### src/spq_pkg.sv
// shared types and constants of the stable priority queue
package spq_pkg;

   // number of cells in the row
   localparam int DEPTH = 16;
   // bits of the held count, wide enough to hold DEPTH itself
   localparam int CNT_W = $clog2(DEPTH + 1);

   // operation codes
   localparam logic OP_INSERT = 1'b0;
   localparam logic OP_REMOVE = 1'b1;

   // status codes
   localparam logic [1:0] ST_DONE  = 2'd0;
   localparam logic [1:0] ST_FULL  = 2'd1;
   localparam logic [1:0] ST_EMPTY = 2'd2;

   // one held entry
   typedef struct packed {
      logic [7:0]  priority_val;
      logic [15:0] tag;
   } entry_type;

   // request payload
   typedef struct packed {
      logic        op;
      logic [7:0]  item_priority;
      logic [15:0] item_tag;
   } req_type;

   // response payload
   typedef struct packed {
      logic [1:0]  status;
      logic [7:0]  removed_priority;
      logic [15:0] removed_tag;
      logic [4:0]  entry_count;
      logic [7:0]  head_priority;
      logic [15:0] head_tag;
   } rsp_type;

   // row-wide control broadcast to every cell
   typedef struct packed {
      logic insert;
      logic remove;
   } cell_ctrl_type;

endpackage

### src/spq_cell.sv
// one compare-and-shift cell of the sorted row
module spq_cell (
   input  logic                   clock,
   input  spq_pkg::cell_ctrl_type ctrl,
   input  spq_pkg::entry_type     new_entry,
   input  logic                   occupied,
   input  logic                   left_before,
   input  spq_pkg::entry_type     left_entry,
   input  spq_pkg::entry_type     right_entry,
   output logic                   goes_ahead,
   output spq_pkg::entry_type     entry_ff,
   output spq_pkg::entry_type     entry_in
);
   import spq_pkg::*;

   // new entry belongs ahead of this cell's entry (strictly lower priority or empty)
   assign goes_ahead = !occupied || (entry_ff.priority_val < new_entry.priority_val);

   // next entry: shift right on insert, shift left on remove
   always_comb begin
      entry_in = entry_ff;
      priority if (ctrl.insert) begin
         if (left_before) begin
            entry_in = left_entry;
         end else if (goes_ahead) begin
            entry_in = new_entry;
         end
      end else if (ctrl.remove) begin
         entry_in = right_entry;
      end
   end

   // entry register
   always_ff @(posedge clock) begin
      entry_ff <= entry_in;
   end

endmodule

### src/stable_priority_queue.sv
// top level of the stable priority queue: a row of sorting cells and a response register
//
//   channel  direction  handshake                payload
//   req      in         req_valid / req_stall    req_data  (spq_pkg::req_type)
//   rsp      out        rsp_valid / rsp_stall    rsp_data  (spq_pkg::rsp_type)
//
// one request per cycle while req_stall is low; its response appears in the response register in the
// cycle after acceptance, set by the single compare-and-shift step of the cell row.
// reset clears the held count and the response valid; cell contents are not reset.
// a request is stalled only while a response waits and rsp_stall is high.
module stable_priority_queue (
   input  logic             clock,
   input  logic             reset,
   input  logic             req_valid,
   output logic             req_stall,
   input  spq_pkg::req_type req_data,
   output logic             rsp_valid,
   input  logic             rsp_stall,
   output spq_pkg::rsp_type rsp_data
);
   import spq_pkg::*;

   logic [CNT_W-1:0] count_ff, count_in;
   logic             rsp_valid_ff, rsp_valid_in;
   rsp_type          rsp_data_ff, rsp_data_in;
   logic             req_fire;
   cell_ctrl_type    ctrl;
   entry_type        new_entry;
   entry_type        cell_entry_ff [DEPTH];
   entry_type        cell_entry_in [DEPTH];
   entry_type        left_entry [DEPTH];
   entry_type        right_entry [DEPTH];
   logic             cell_before [DEPTH];
   logic             left_before [DEPTH];
   logic             cell_occupied [DEPTH];

   // handshake
   assign req_stall = rsp_valid_ff && rsp_stall;
   assign req_fire  = req_valid && !req_stall;
   assign rsp_valid = rsp_valid_ff;
   assign rsp_data  = rsp_data_ff;

   // operation decode
   assign new_entry.priority_val = req_data.item_priority;
   assign new_entry.tag          = req_data.item_tag;
   assign ctrl.insert = req_fire && (req_data.op == OP_INSERT)
                        && (count_ff < CNT_W'(DEPTH));
   assign ctrl.remove = req_fire && (req_data.op == OP_REMOVE)
                        && (count_ff != '0);

   // cell row
   for (genvar i = 0; i < DEPTH; i++) begin : g_cell
      assign cell_occupied[i] = count_ff > CNT_W'(i);
      if (i == 0) begin : g_first
         assign left_before[i] = 1'b0;
         assign left_entry[i]  = '0;
      end else begin : g_inner
         assign left_before[i] = cell_before[i-1];
         assign left_entry[i]  = cell_entry_ff[i-1];
      end
      if (i == DEPTH - 1) begin : g_last
         assign right_entry[i] = '0;
      end else begin : g_body
         assign right_entry[i] = cell_entry_ff[i+1];
      end
      spq_cell u_cell (
         .clock       (clock),
         .ctrl        (ctrl),
         .new_entry   (new_entry),
         .occupied    (cell_occupied[i]),
         .left_before (left_before[i]),
         .left_entry  (left_entry[i]),
         .right_entry (right_entry[i]),
         .goes_ahead  (cell_before[i]),
         .entry_ff    (cell_entry_ff[i]),
         .entry_in    (cell_entry_in[i])
      );
   end

   // held count
   always_comb begin
      count_in = count_ff;
      priority if (ctrl.insert) begin
         count_in = count_ff + CNT_W'(1);
      end else if (ctrl.remove) begin
         count_in = count_ff - CNT_W'(1);
      end
   end

   // response build: removed entry from the state before the request, count and head from the state after
   always_comb begin
      rsp_data_in = '0;
      if (req_data.op == OP_INSERT) begin
         rsp_data_in.status = ctrl.insert ? ST_DONE : ST_FULL;
      end else if (ctrl.remove) begin
         rsp_data_in.status           = ST_DONE;
         rsp_data_in.removed_priority = cell_entry_ff[0].priority_val;
         rsp_data_in.removed_tag      = cell_entry_ff[0].tag;
      end else begin
         rsp_data_in.status = ST_EMPTY;
      end
      rsp_data_in.entry_count = 5'(count_in);
      if (count_in != '0) begin
         rsp_data_in.head_priority = cell_entry_in[0].priority_val;
         rsp_data_in.head_tag      = cell_entry_in[0].tag;
      end
   end

   // response valid
   always_comb begin
      rsp_valid_in = rsp_valid_ff;
      priority if (req_fire) begin
         rsp_valid_in = 1'b1;
      end else if (!rsp_stall) begin
         rsp_valid_in = 1'b0;
      end
   end

   // control registers
   always_ff @(posedge clock) begin
      if (reset) begin
         count_ff     <= '0;
         rsp_valid_ff <= 1'b0;
      end else begin
         count_ff     <= count_in;
         rsp_valid_ff <= rsp_valid_in;
      end
   end

   // response payload register
   always_ff @(posedge clock) begin
      if (req_fire) begin
         rsp_data_ff <= rsp_data_in;
      end
   end

   // count never passes the row length
   a_count_bound: assert property (@(posedge clock) disable iff (reset)
      count_ff <= CNT_W'(DEPTH))
      else $error("held count above depth");

   // a refused remove reports an empty queue
   a_empty_status: assert property (@(posedge clock) disable iff (reset)
      rsp_valid && rsp_data.status == ST_EMPTY |-> rsp_data.entry_count == 5'd0)
      else $error("empty status with entries held");

   // an accepted request changes the count by at most one
   a_count_step: assert property (@(posedge clock) disable iff (reset)
      req_fire |=> (count_ff == $past(count_ff)) || (count_ff == $past(count_ff) + CNT_W'(1))
                   || (count_ff == $past(count_ff) - CNT_W'(1)))
      else $error("count moved by more than one");

   // count holds while nothing is accepted
   a_count_hold: assert property (@(posedge clock) disable iff (reset)
      !req_fire |=> $stable(count_ff))
      else $error("count changed without a request");

   // an empty queue shows a zero head
   a_empty_head: assert property (@(posedge clock) disable iff (reset)
      rsp_valid && rsp_data.entry_count == 5'd0 && count_ff == '0
      |-> rsp_data.head_priority == 8'd0 && rsp_data.head_tag == 16'd0)
      else $error("non-zero head on empty queue");

endmodule

### config.mk
export PLATFORM = sky130hd
export DESIGN_NAME = stable_priority_queue
export DESIGN_NICKNAME = d
export VERILOG_FILES = /design/src/spq_pkg.sv /design/src/spq_cell.sv /design/src/stable_priority_queue.sv
export SDC_FILE = /design/constraint.sdc
export NUM_CORES = 1
export LEC_CHECK = 0
export BUFFER_PORTS_ARGS = -buffer_cell sky130_fd_sc_hd__buf_4
export CAP_MARGIN = 10
export CELL_PAD_IN_SITES_DETAIL_PLACEMENT = 0
export CELL_PAD_IN_SITES_GLOBAL_PLACEMENT = 1
export CORE_MARGIN = 2
export CORE_UTILIZATION = 51
export DETAILED_ROUTE_END_ITERATION = 16
export GPL_TIMING_DRIVEN = 0
export MAX_ROUTING_LAYER = met4
export PLACE_DENSITY_LB_ADDON = 0.1
export SETUP_SLACK_MARGIN = 0.05
export SLEW_MARGIN = 20
export SYNTH_ARGS = -nofsm -noshare
export SYNTH_HDL_FRONTEND = slang
export SYNTH_SLANG_ARGS = --single-unit
### constraint.sdc
create_clock -name clock -period 6.1 [get_ports clock]
set_input_delay 0.305 -clock clock [delete_from_list [all_inputs] [get_ports clock]]
set_output_delay 0.305 -clock clock [all_outputs]
set_load 0.01 [all_outputs]
# ---- Word level (Yosys, flattened, before mapping)
# Index checks and enable logic that the tools add are counted.
dict set report totals {
  ff_bits 445
  inputBits 29
  wordCells 220
}
dict set report classes {
  bitwise 1
  eq_ne 16
  order_cmp 33
  reduce_logical 58
  addsub 2
  muxes 70
}
# cell n
set ops {}
lappend ops {{2-to-1 mux 24 bit} 63}
lappend ops {{< comparator 8 bit} 16}
lappend ops {{!= test 3 x 1 -> 1 bit (second input constant)} 15}
lappend ops {{> comparator 5 x 4 -> 1 bit (second input constant)} 8}
lappend ops {{AND reduction 2 bit} 16}
lappend ops {{> comparator 5 x 3 -> 1 bit (second input constant)} 4}
lappend ops {{zero test 1 bit} 17}
lappend ops {{logical OR 1 bit} 16}
lappend ops {{> comparator 5 x 1 -> 1 bit (second input constant)} 2}
lappend ops {{> comparator 5 x 2 -> 1 bit (second input constant)} 2}
lappend ops {{2-to-1 mux 5 bit} 2}
lappend ops {{nonzero test 5 bit} 2}
lappend ops {{logical AND 1 bit} 6}
lappend ops {{adder 5 x 1 -> 5 bit (second input constant)} 1}
lappend ops {{< comparator 5 bit (second input constant)} 1}
lappend ops {{subtractor 5 x 1 -> 5 bit (second input constant)} 1}
lappend ops {{2-to-1 mux 2 bit} 2}
lappend ops {{2-to-1 mux 1 bit} 3}
lappend ops {{!= test 2 x 1 -> 1 bit (second input constant)} 1}
lappend ops {{nonzero test 2 bit} 1}
lappend ops {{NOT 1 bit} 1}

# ---- Depth between registers and ports, before layout
# Gate-level depths: netlist (run 1).
dict set report depth {
  depth_word 8
  mapped_depth 12
  depth_no_buf 8
}

# ---- Hierarchy
# A second synthesis (run 1) with hierarchy kept.
dict set report unflattened {
  hier_cells 3609
  hier_area_um2 30875.9
}
# module seq_area_each_um2 n_inst area_each_um2 cells_per_inst
set modules_own_cells {}
lappend modules_own_cells {spq_cell 480.5 16 1759.2 213}
lappend modules_own_cells {stable_priority_queue 1771.7 1 2728.9 201}

# ---- Worst setup path before layout (run 1)
# OpenSTA, ideal clock, no wires.
dict set report synth_timing {
  path_kind {reg-to-reg}
  from {reg rsp_valid_ff, in the netlist rsp_valid}
  to {reg g_cell[15].u_cell.entry_ff[0] in the netlist's numbering (enable)}
  slack_ns 1.773
  path_stages_with_launch 10
  t_arrival_ns 3.907
  t_required_ns 5.680
  n_path_buf 4
  cell_sequence {dfxtp_1 > a21bo_1 > buf_2 > inv_1 > nand2_1 > buf_2 > clkbuf_1 > clkbuf_1 > nor2_1 > a31oi_1}
}
dict set report synth_between {
  elab_chain_len 7
}
# element line_no
set synth_rtl {}
lappend synth_rtl {{from (decl)} stable_priority_queue.sv:24} ;# logic rsp_valid_ff, rsp_valid_in;
lappend synth_rtl {{from (signal assigned)} stable_priority_queue.sv:126} ;# rsp_valid_ff <= rsp_valid_in;
lappend synth_rtl {{logical AND 1 bit (*)} stable_priority_queue.sv:38} ;# assign req_stall = rsp_valid_ff && rsp_stall;
lappend synth_rtl {{zero test 1 bit (*)} stable_priority_queue.sv:39} ;# assign req_fire = req_valid && !req_stall;
lappend synth_rtl {{logical AND 1 bit (*)} stable_priority_queue.sv:39}
lappend synth_rtl {{via req_fire} stable_priority_queue.sv:26} ;# logic req_fire;
lappend synth_rtl {{logical AND 1 bit (on tied branches)} {stable_priority_queue.sv:46, stable_priority_queue.sv:48}}
lappend synth_rtl {{logical AND 1 bit (on tied branches)} {stable_priority_queue.sv:47, stable_priority_queue.sv:49}}
lappend synth_rtl {{!= test 3 x 1 -> 1 bit (no source line) / nonzero test 2 bit (equally long branches)} -}
lappend synth_rtl {{AND reduction 2 bit (no source line) (*)} -}
lappend synth_rtl {{to (signal assigned)} spq_cell.sv:35} ;# entry_ff <= entry_in;
lappend synth_rtl {{to (decl)} spq_cell.sv:11} ;# output spq_pkg::entry_type entry_ff,
# The timed path passes the listed nets; every way through them passes the cells marked *.
# A chain may end at the register's enable or synchronous reset.

# ---- Worst setup path in the final report (run 1)
dict set report layout_timing {
  from {reg rsp_valid_ff, in the netlist rsp_valid}
  to {reg g_cell[4].u_cell.entry_ff[6] in the netlist's numbering (enable)}
}
dict set report layout_between {
  elab_chain_len 7
}
# element line_no
set layout_rtl {}
lappend layout_rtl {{logical AND 1 bit (*)} stable_priority_queue.sv:38}
lappend layout_rtl {{zero test 1 bit (*)} stable_priority_queue.sv:39}
lappend layout_rtl {{logical AND 1 bit (*)} stable_priority_queue.sv:39}
lappend layout_rtl {{via req_fire} stable_priority_queue.sv:26}
lappend layout_rtl {{logical AND 1 bit (on tied branches)} {stable_priority_queue.sv:46, stable_priority_queue.sv:48}}
lappend layout_rtl {{logical AND 1 bit (on tied branches)} {stable_priority_queue.sv:47, stable_priority_queue.sv:49}}
lappend layout_rtl {{!= test 3 x 1 -> 1 bit (no source line) / nonzero test 2 bit (equally long branches)} -}
lappend layout_rtl {{AND reduction 2 bit (no source line) (*)} -}
lappend layout_rtl {{to (signal assigned)} spq_cell.sv:35}
lappend layout_rtl {{to (decl)} spq_cell.sv:11}
# Marked as above.

==> flow_summary_export.csv, run 1 <==
group,metric,value,unit
sta,rsz0062_at_grt,"no",
logic_synthesis,synthDistinctLibCells,65,
grt,gr-usage-all-layers,0.324,
route,drt_iter0_markers,2095,
route,antenna_left,0,
sta,slew_violations,0,
clock_network,clock-sinks,445,
logic_synthesis,synthesis.area,24900,um2
worst_setup_path,critPathLaunchType,"flop",
logic_synthesis,yosys_most_used_dff,"edfxtp_1",
route,drc_errors,0,
placement,gp_congestion,0.922,
placement,place_inst,3014,
clock_network,post_cts_buffers,0,
pwr,total_power,9.81,mW
logic_synthesis,syn_area_per_cell,10.7,um2
route,wl_per_cell,25.8,um
logic_synthesis,syn-num-nets,2463,
worst_setup_path,crit_path_end_kind,"flop",
worst_setup_path,cp_slowest_cell,"nor2_4",
placement,placed_cell_area,26700,um2
logic_synthesis,synth_warnings,0,
pwr,power.share.switching,0.324,
worst_setup_path,required,6.34,ns
sta,worst_slew_pin_slew,1.16,ns
pwr,peakVddDrop,0.244,mV
clock_network,cts-root-buf,"clkbuf_16",
finish,area_growth,13.7,%
clock_network,clockBufferDepth,3,
route,first_pass_iters,6,
sta,hold_violations,0,
finish,finalInstanceArea,28300,um2
worst_setup_path,cp.arrival,4.44,ns
grt,grt_max_degree,41,
floorplanning,die-area,50600,um2
sta,setup_tns,0,ns
sta,period_needed,4.20,ns
sta,slew-limit-headroom,0.228,
floorplanning,fp.dieH,225,um
pwr,leakage,10.9,nW
floorplanning,start_util,0.519,
grt,grt_pass1_wl,121000,um
worst_setup_path,path_max_fanout,24,
clock_network,path_clk_slew,0.06,ns
worst_setup_path,critPathMaxStageDelay,0.64,ns
sta,finalCritPeriodShare,0.688,
logic_synthesis,synth_enable_flop_cells,415,
floorplanning,die_x,225,um
route,finalWirelength,80100,um
clock_network,cts_hold_buf,2,
clock_network,cts_resized,0,
grt,grt_pass1_vias,20450,
route,routed_via_density,6.47,
logic_synthesis,syn_inst,2317,
placement,portBuffers,68,
worst_setup_path,path_cells,"a21bo_1 > buf_2 > inv_2 > nand2_1 > buf_2 > clkbuf_1 > clkbuf_1 > nor3_1 > nor2_4",
pwr,power_frac_comb,0.252,
floorplanning,core_area,47900,um2
logic_synthesis,synthArstFlopShare,0,
sta,setup_viol,0,
logic_synthesis,ys_ff_latch,445,
sta,fmax,238,MHz
pwr,powerDensity,346,nW/um2
worst_setup_path,worstSetupPathType,"reg -> reg",
logic_synthesis,synth.top_cell.area_share,0.500,
grt,antenna_found_initial,0,
clock_network,cts_made_buffers,50,
placement,dp_hpwl,62400,um
hold_path,hold_class,"in -> reg",
finish,antenna_cells,0,
pwr,switchingPower,3.18,mW
finish,nets,2599,
clock_network,h-tree-depth,2,
logic_synthesis,yosysTopAreaCell,"edfxtp_1",
sta,clock_skew,0.0203,ns
logic_synthesis,yosys-top-cells-area,"edfxtp_1, mux2i_1, o211ai_1, nand2_1, ha_1",
status,outcome,"finished clean",
pwr,pwr-share-seq,0.447,
grt,gr-total-overflow,0,
floorplanning,rows,80,
run,drv.max_cap_violation_count,0,
clock_network,clk_latency,0.61,ns
route,vias,20116,
logic_synthesis,synth_seq_area_share,0.524,
finish,drive_gt1_frac,0.113,
finish,final_cells,3109,
clock_network,cts_tree,"done",
pwr,internal_power,6.63,mW
pwr,clock_power_share,0.300,
floorplanning,io_pins,86,
finish,fin_util,0.591,
[sequential cells by signal, summed over array words and instances (netlist names)]
signal,cells
count_ff,5
g_cell.u_cell.entry_ff,384
rsp_data,55
rsp_valid,1
[layout make-up]
type	instances	area, um2
plain buffers	204	952
clock buffers	67	1360
clock inverters	26	196
fillers	4128	19600
inverters	18	70.1
multi-input cells	1650	11000
flip-flops and latches	445	13100
well taps	615	769
repair buffers	84	892
[through the flow]
step | hold WS [ns] | setup WS (ns)
after floorplan | 0.377 | 1.77
after global placement | 0.501 | -0.829
after detailed placement | 0.508 | 1.50
after CTS | 0.170 | 1.88
after global routing | 0.182 | 1.69
final | 0.195 | 1.90
[worst max-delay path: cells and delay by family, from the launching register on]
family                 cells  cell delay (ns)
buffers and inverters      5             2.02
AND/OR/NAND/NOR            3             1.30
flip-flops                 1             0.35
AO/OA/AOI/OAI              1             0.11
[metal layers]
metal,up-vias,part of all wire,GRT usage
met5,-,0,-
met4,0,0.027,0.0972
met3,128,0.076,0.0445
met2,853,0.46,0.499
met1,10034,0.44,0.449
li1,9101,-,-
[power groups by stage]
| stage | clock (mW) | combinational, mW | sequential (mW) |
|---|---|---|---|
| 3_3_place_gp | 0 | 2.23 | 4.46 |
| 4_1_cts | 2.96 | 2.43 | 4.38 |
| 2_1_floorplan | 0 | 1.57 | 4.35 |
| 5_1_grt | 3.07 | 2.70 | 4.44 |
| 3_5_place_dp | 0 | 2.41 | 4.44 |
| 6_report | 2.95 | 2.47 | 4.39 |
[worst paths after layout]
check	to	depth (start not counted)	start	slack [ns]
worst max-delay path	g_cell[4].u_cell.entry_ff[6]	9	rsp_valid	1.90
worst min-delay path	g_cell[4].u_cell.entry_ff[11]	3	req_data[11]	0.20
worst max register to register	g_cell[4].u_cell.entry_ff[6]	9	rsp_valid	1.90
worst min register to register	g_cell[0].u_cell.entry_ff[4]	2	g_cell[0].u_cell.entry_ff[4]	0.52
[synthesized netlist by cell type, types with 9 or more instances]
cell type / count
a22o_1: 18
a21o_1: 16
a31oi_1: 17
a22oi_1: 16
buf_1: 11
buf_2: 39
o21ai_0: 145
inv_1: 17
buf_4: 19
a21oi_1: 53
o211ai_1: 222
nand2_1: 435
mux2i_1: 192
clkbuf_1: 128
edfxtp_1: 415
o221a_2: 24
dfxtp_1: 30
ha_1: 117
nor2b_1: 12
o21a_1: 12
o22ai_1: 30
a2111oi_0: 9
nand3_1: 97
a2bb2oi_1: 10
and3_1: 27
nand2b_1: 15
nor2_1: 31
o21ai_1: 80
[cells by family after synthesis]
| family | share of synthesized area |
|---|---|
| AO/OA/AOI/OAI | 0.180 |
| AND/OR/NAND/NOR | 0.115 |
| flip-flops | 0.524 |
| buffers and inverters | 0.0409 |
| multiplexers | 0.0808 |
| adder cells (fa/ha/maj) | 0.0588 |
| XOR/XNOR | 0.000653 |
[placed cells by master, fill, tap and decap left out, drive strengths merged, types with 15 or more instances in the layout]
| cell type | count |
|---|---|
| o211ai | 222 |
| a22o | 18 |
| o221a | 24 |
| a21oi | 54 |
| a22oi | 16 |
| ha | 117 |
| a31oi | 17 |
| nand3 | 97 |
| nand2b | 15 |
| nor2 | 31 |
| buf | 157 |
| a21o | 16 |
| o22ai | 30 |
| o21ai | 226 |
| dfxtp | 30 |
| and3 | 27 |
| clkbuf | 196 |
| edfxtp | 415 |
| nand2 | 435 |
| inv | 19 |
| mux2i | 192 |
| clkinv | 22 |
Note: power is estimated with default switching activity, not from simulation.
==> run 2, diff against run 1 <==
Settings changed: ABC_AREA set to 1, CORE_UTILIZATION 51 to 48.
Clock period 6.1 ns to 4.2 ns, I/O delays scaled along.
==> flow_summary_export.csv, run 2 <==
group,metric,value,unit
logic_synthesis,synth_warnings,0,
worst_setup_path,cp.arrival,4.22,ns
logic_synthesis,synth_compound_area_frac,0.0398,
route,antenna_left,0,
finish,top_register,"g_cell.u_cell.entry_ff",
worst_setup_path,critPathLaunchType,"input port",
floorplanning,core_area,55100,um2
logic_synthesis,syn_inst,3449,
placement,place_ws,0.210,ns
sta,worst_slew_pin_slew,1.18,ns
finish,multiInputGateArea,11400,um2
worst_setup_path,r2r_slack,0.50,ns
clock_network,clk_latency,0.63,ns
grt,grt_pass1_wl,140000,um
worst_setup_path,path_max_fanout,25,
finish,drive_gt1_frac,0.0799,
logic_synthesis,synthArstFlopShare,0,
clock_network,cts_made_buffers,52,
logic_synthesis,yosysTopAreaCell,"edfxtp_1",
finish,area_growth,16.0,%
clock_network,cts_tree,"done",
logic_synthesis,syn-num-nets,3595,
logic_synthesis,synth_xor_xnor_area_share,0.000935,
pwr,total_power,17.3,mW
floorplanning,fp.dieH,240,um
logic_synthesis,synthMuxAreaShare,0,
finish,nets,3780,
grt,grt_pass1_vias,25001,
floorplanning,rows,86,
worst_setup_path,required,4.44,ns
sta,fmax,251,MHz
route,vias,24839,
logic_synthesis,synthesis.area,26800,um2
clock_network,path_clk_slew,0.06,ns
logic_synthesis,yosys_most_used_dff,"edfxtp_1",
sta,setup_viol,0,
finish,seq_area,13100,um2
placement,portBuffers,85,
finish,fin_util,0.564,
run,drv.max_cap_violation_count,0,
route,wl_per_cell,21.1,um
logic_synthesis,yosysMostFrequentCell,"nand2_1",
logic_synthesis,syn_area_per_cell,7.76,um2
floorplanning,start_util,0.486,
floorplanning,io_pins,86,
grt,antenna_found_initial,2,
worst_setup_path,crit_path_end_kind,"flop",
worst_setup_path,r2r_cells,8,
finish,final_cells,4427,
hold_path,hold_depth,3,
floorplanning,die_x,240,um
sta,setup_ws,0.222,ns
route,drc_errors,0,
clock_network,h-tree-depth,2,
route,first_pass_iters,6,
floorplanning,die-area,57700,um2
logic_synthesis,synth.top_cell.area_share,0.465,
sta,period_needed,3.98,ns
clock_network,clockBufferDepth,3,
worst_setup_path,r2r_end,"g_cell[2].u_cell.entry_ff[4]",
hold_path,hold_class,"in -> reg",
grt,gr-usage-all-layers,0.332,
sta,finalCritPeriodShare,0.947,
grt,grt_max_degree,41,
sta,clock_skew,0.0286,ns
finish,fill_cells,5277,
sta,slew-limit-headroom,0.210,
finish,most-common-layout-cells,"nand2_1, nand3_1, inv_1, edfxtp_1, clkbuf_1",
worst_setup_path,worstSetupPathType,"in -> reg",
logic_synthesis,ys_ff_latch,445,
clock_network,cts-root-buf,"clkbuf_16",
status,outcome,"finished clean",
sta,hold_violations,0,
logic_synthesis,synthDistinctLibCells,36,
worst_setup_path,setup.worst_path.start,"req_data[23]",
sta,slew_violations,0,
pwr,leakage,14.8,nW
worst_setup_path,r2r-start,"rsp_valid",
logic_synthesis,yosys-top-cells-area,"edfxtp_1, nand2_1, nand3_1, inv_1, ha_1",
placement,gp_congestion,0.912,
placement,place_inst,4299,
route,finalWirelength,93300,um
logic_synthesis,synthSimpleGateAreaFrac,0.325,
sta,rsz0062_at_grt,"no",
finish,largest_reg_flops,384,
grt,gr-total-overflow,0,
pwr,peakVddDrop,0.379,mV
placement,dp_hpwl,71200,um
pwr,powerDensity,557,nW/um2
logic_synthesis,synthAdderAreaFrac,0.0547,
logic_synthesis,synth_enable_flop_cells,415,
logic_synthesis,synth_seq_area_share,0.488,
clock_network,clock-sinks,445,
logic_synthesis,synth_common_cells,"nand2_1, nand3_1, inv_1",
finish,final_common_cell,"nand2_1",
route,routed_via_density,5.61,
route,drt_iter0_markers,2116,
worst_setup_path,cp-endpoint,"g_cell[7].u_cell.entry_ff[3]",
logic_synthesis,synth_top_family_by_area,"simple AND/OR/NAND/NOR gates",
[run 2: per-layer routing]
layer | part of all wire | wire (um) | vias up | GRT usage
li1 | - | - | 11698 | -
met1 | 0.39 | 36000 | 11954 | 0.379
met2 | 0.49 | 46000 | 903 | 0.561
met3 | 0.069 | 6490 | 284 | 0.0638
met4 | 0.053 | 4920 | 0 | 0.161
met5 | 0 | 0 | - | -
[run 2: cell type report]
type	instances	share of cell area
sequential	445	0.420
multi-input combinational	2365	0.366
inverter	423	0.0511
clock buffer	65	0.0471
timing repair buffer	130	0.0413
tap	748	0.0301
buffer	217	0.0290
clock inverter	33	0.0145
antenna	1	0.0000805
[run 2: stage by stage]
step	TNS (ns)	cell area, um2	hold slack, ns
CTS	0	31000	0.340
global route	0	31100	0.379
global placement	-555.48	28300	0.429
detailed placement	0	28900	0.432
floorplan	-5.16	26800	0.279
finish	0	31100	0.360
[run 2: kinds of logic after synthesis]
family	Yosys count
xor+xnor	2
fa+ha+maj	117
simple gates	2061
flops	445
buf+inv	640
compound gates	184
[run 2: power by group]
group          internal (mW)  switching [mW]
clock                   3.14            1.97
sequential              6.14           0.636
combinational           1.64            3.79
total                   10.9            6.39
[run 2: repair_timing]
item,4_1_cts,5_1_grt
hold buffers,28,0
resized for setup,0,1
setup buffers,0,0
setup endpoints to repair,0,24
endpoints found under the hold margin,31,0
[run 2: worst min-delay path by stage]
stage	startpoint	endpoint	slack, ns
floorplan	reset	count_ff[1]	0.28
global placement	reset	count_ff[2]	0.43
detailed placement	reset	count_ff[0]	0.43
CTS	reset	count_ff[0]	0.34
global route	reset	count_ff[1]	0.38
finish	reset	count_ff[0]	0.36
[run 2: worst max-delay path: stages]
cell and delay [ns]:
dlygate4sd3_1 0.54, buf_4 0.15, inv_1 0.28, clkbuf_2 0.65
ha_1 0.37, nand2_1 0.10, nor2_1 0.05, a211oi_1 0.17
nand2_1 0.28, nand2_1 0.42, buf_2 0.31, nor2_1 0.10
nor2_4 0.56
==> run 3, diff against run 2 <==
Settings changed: SETUP_SLACK_MARGIN 0.05 to 0.3.
==> flow_summary_export.csv, run 3 (synthesized netlist as in run 2, its figures left out) <==
group,metric,value,unit
status,outcome,"finished clean",
finish,finalInstanceArea,31000,um2
clock_network,cts-root-buf,"clkbuf_16",
finish,largest_reg_flops,384,
floorplanning,rows,86,
worst_setup_path,required,4.43,ns
floorplanning,fp.dieH,240,um
worst_setup_path,critPathMaxStageDelay,0.55,ns
worst_setup_path,setup.worst_path.start,"req_data[21]",
placement,place_inst,4297,
finish,most-common-layout-cells,"nand2_1, nand3_1, inv_1, edfxtp_1, clkbuf_1",
finish,drive_gt1_frac,0.0808,
finish,final_common_cell,"nand2_1",
grt,grt_max_degree,29,
sta,slew-limit-headroom,0.318,
worst_setup_path,r2r_end,"g_cell[13].u_cell.entry_ff[7]",
worst_setup_path,cp-endpoint,"g_cell[9].u_cell.entry_ff[7]",
pwr,peakVddDrop,0.363,mV
finish,final_cells,4425,
sta,setup_viol,0,
route,wl_per_cell,21.5,um
clock_network,clock-sinks,445,
placement,dp_hpwl,70500,um
sta,clock_skew,0.0107,ns
route,finalWirelength,95100,um
clock_network,cts_made_buffers,50,
floorplanning,start_util,0.486,
pwr,pwr-share-seq,0.395,
worst_setup_path,path_cells,"dlygate4sd3_1 > buf_4 > inv_1 > clkbuf_2 > buf_16 > ha_1 > a21oi_1 > nor2_1 > a211oi_1 > nand2_1 > nand2_1 > buf_2 > nor2_1 > a21oi_4",
worst_setup_path,r2r_slack,0.57,ns
worst_setup_path,crit_family,"buffers and inverters",
sta,hold_violations,0,
worst_setup_path,path_max_fanout,18,
worst_setup_path,cp.depth,14,
placement,portBuffers,85,
worst_setup_path,cp.arrival,3.99,ns
route,routed_via_density,5.64,
clock_network,clk_latency,0.60,ns
clock_network,h-tree-depth,2,
hold_path,hold_class,"in -> reg",
pwr,power.share.switching,0.374,
clock_network,path_clk_slew,0.06,ns
finish,fill_cells,5344,
placement,placed_cell_area,28800,um2
pwr,switchingPower,6.42,mW
route,drc_errors,0,
finish,area_growth,15.8,%
pwr,internal_power,10.7,mW
floorplanning,io_pins,86,
sta,fmax,266,MHz
worst_setup_path,cp_slowest_cell,"dlygate4sd3_1",
route,first_pass_iters,6,
worst_setup_path,critPathLaunchType,"input port",
finish,fin_util,0.563,
grt,gr-usage-all-layers,0.335,
floorplanning,core_area,55100,um2
clock_network,clockBufferDepth,3,
finish,top_register,"g_cell.u_cell.entry_ff",
pwr,powerDensity,554,nW/um2
worst_setup_path,r2r-start,"rsp_valid",
sta,setup_tns,0,ns
pwr,total_power,17.2,mW
finish,nets,3780,
route,vias,24938,
sta,rsz0062_at_grt,"no",
grt,antenna_found_initial,3,
pwr,power_frac_comb,0.319,
pwr,clock_power_share,0.286,
floorplanning,die_x,240,um
sta,period_needed,3.76,ns
floorplanning,die-area,57700,um2
route,antenna_left,0,
clock_network,cts_tree,"done",
route,drt_iter0_markers,2344,
pwr,leakage,14.8,nW
sta,worst_slew_pin_slew,1.02,ns
worst_setup_path,crit_path_end_kind,"flop",
sta,slew_violations,0,
run,drv.max_cap_violation_count,0,
grt,grt_pass1_vias,24654,
worst_setup_path,worstSetupPathType,"in -> reg",
sta,finalCritPeriodShare,0.895,
worst_setup_path,r2r_cells,10,
grt,grt_pass1_wl,140000,um
worst_setup_path,critPathBufInv,6,
grt,gr-total-overflow,0,
placement,gp_congestion,0.914,
-- run 3: cell count changes in the layout (fill, tap and decap cells not counted), moves of 2 or more --
cell	before	now
clkinv_2	8	11
clkinv_4	0	2
nor2_2	6	3
a21oi_4	8	12
nor2_4	4	8
clkbuf_16	55	53
dlygate4sd3_1	28	23
clkbuf_8	5	0
-- run 3: layer usage --
| metal | GRT usage | part of all wire | wire length [um] |
|---|---|---|---|
| met5 | - | 0 | 0 |
| met4 | 0.137 | 0.043 | 4060 |
| met3 | 0.0596 | 0.073 | 6960 |
| met2 | 0.572 | 0.50 | 47100 |
| met1 | 0.390 | 0.39 | 37000 |
-- run 3: power by group through the flow --
| stage | registers, mW | clock network, mW | logic (mW) |
|---|---|---|---|
| after global routing | 6.85 | 5.10 | 6.09 |
| after detailed placement | 6.86 | 0 | 5.28 |
| after global placement | 6.87 | 0 | 5.01 |
| after floorplan | 6.64 | 0 | 3.50 |
| after CTS | 6.77 | 4.94 | 5.35 |
| final | 6.78 | 4.92 | 5.47 |
-- run 3: worst min-delay path by stage --
| stage | from | to | slack [ns] | cells after the start |
|---|---|---|---|---|
| global route | req_data[10] | g_cell[1].u_cell.entry_ff[10] | 0.03 | 3 |
| floorplan | reset | count_ff[1] | 0.28 | 1 |
| global placement | reset | count_ff[2] | 0.43 | 2 |
| finish | req_data[10] | g_cell[1].u_cell.entry_ff[10] | 0.03 | 3 |
| CTS | req_data[9] | g_cell[1].u_cell.entry_ff[9] | 0.004 | 3 |
| detailed placement | reset | count_ff[1] | 0.43 | 2 |
-- run 3: cell type report --
cell class | count | area (um2) | share of cell area
Tap cell | 748 | 936 | 0.0302
Multi-Input combinational cell | 2370 | 11500 | 0.370
Sequential cell | 445 | 13100 | 0.421
Inverter | 423 | 1590 | 0.0513
Antenna cell | 1 | 2.50 | 0.0000807
Timing Repair inverter | 2 | 12.5 | 0.000404
Clock inverter | 35 | 457 | 0.0147
Clock buffer | 59 | 1350 | 0.0435
Timing Repair Buffer | 125 | 1200 | 0.0388
Buffer | 217 | 905 | 0.0292
-- run 3: through the flow --
step                      setup WS, ns  hold WS [ns]
after global routing             0.318        0.0333
after detailed placement        -0.494         0.431
after CTS                        0.345       0.00424
final                            0.443        0.0333
after floorplan                  0.133         0.279
after global placement           -1.86         0.429
-- run 3: tightest hold or removal path, delay by kind of cell --
family | cells | cell delay (ns)
buffers and inverters | 1 | 0.09
AND/OR/NAND/NOR | 1 | 0.09
AO/OA/AOI/OAI | 1 | 0.13
-- run 3: timing repair --
item,CTS,global route
hold buffers,23,0
resized for setup,3,9
endpoints found under the hold margin,27,0
gates cloned,4,4
pin swaps,2,4
buffers inserted,0,1
endpoints found under the setup margin,344,311
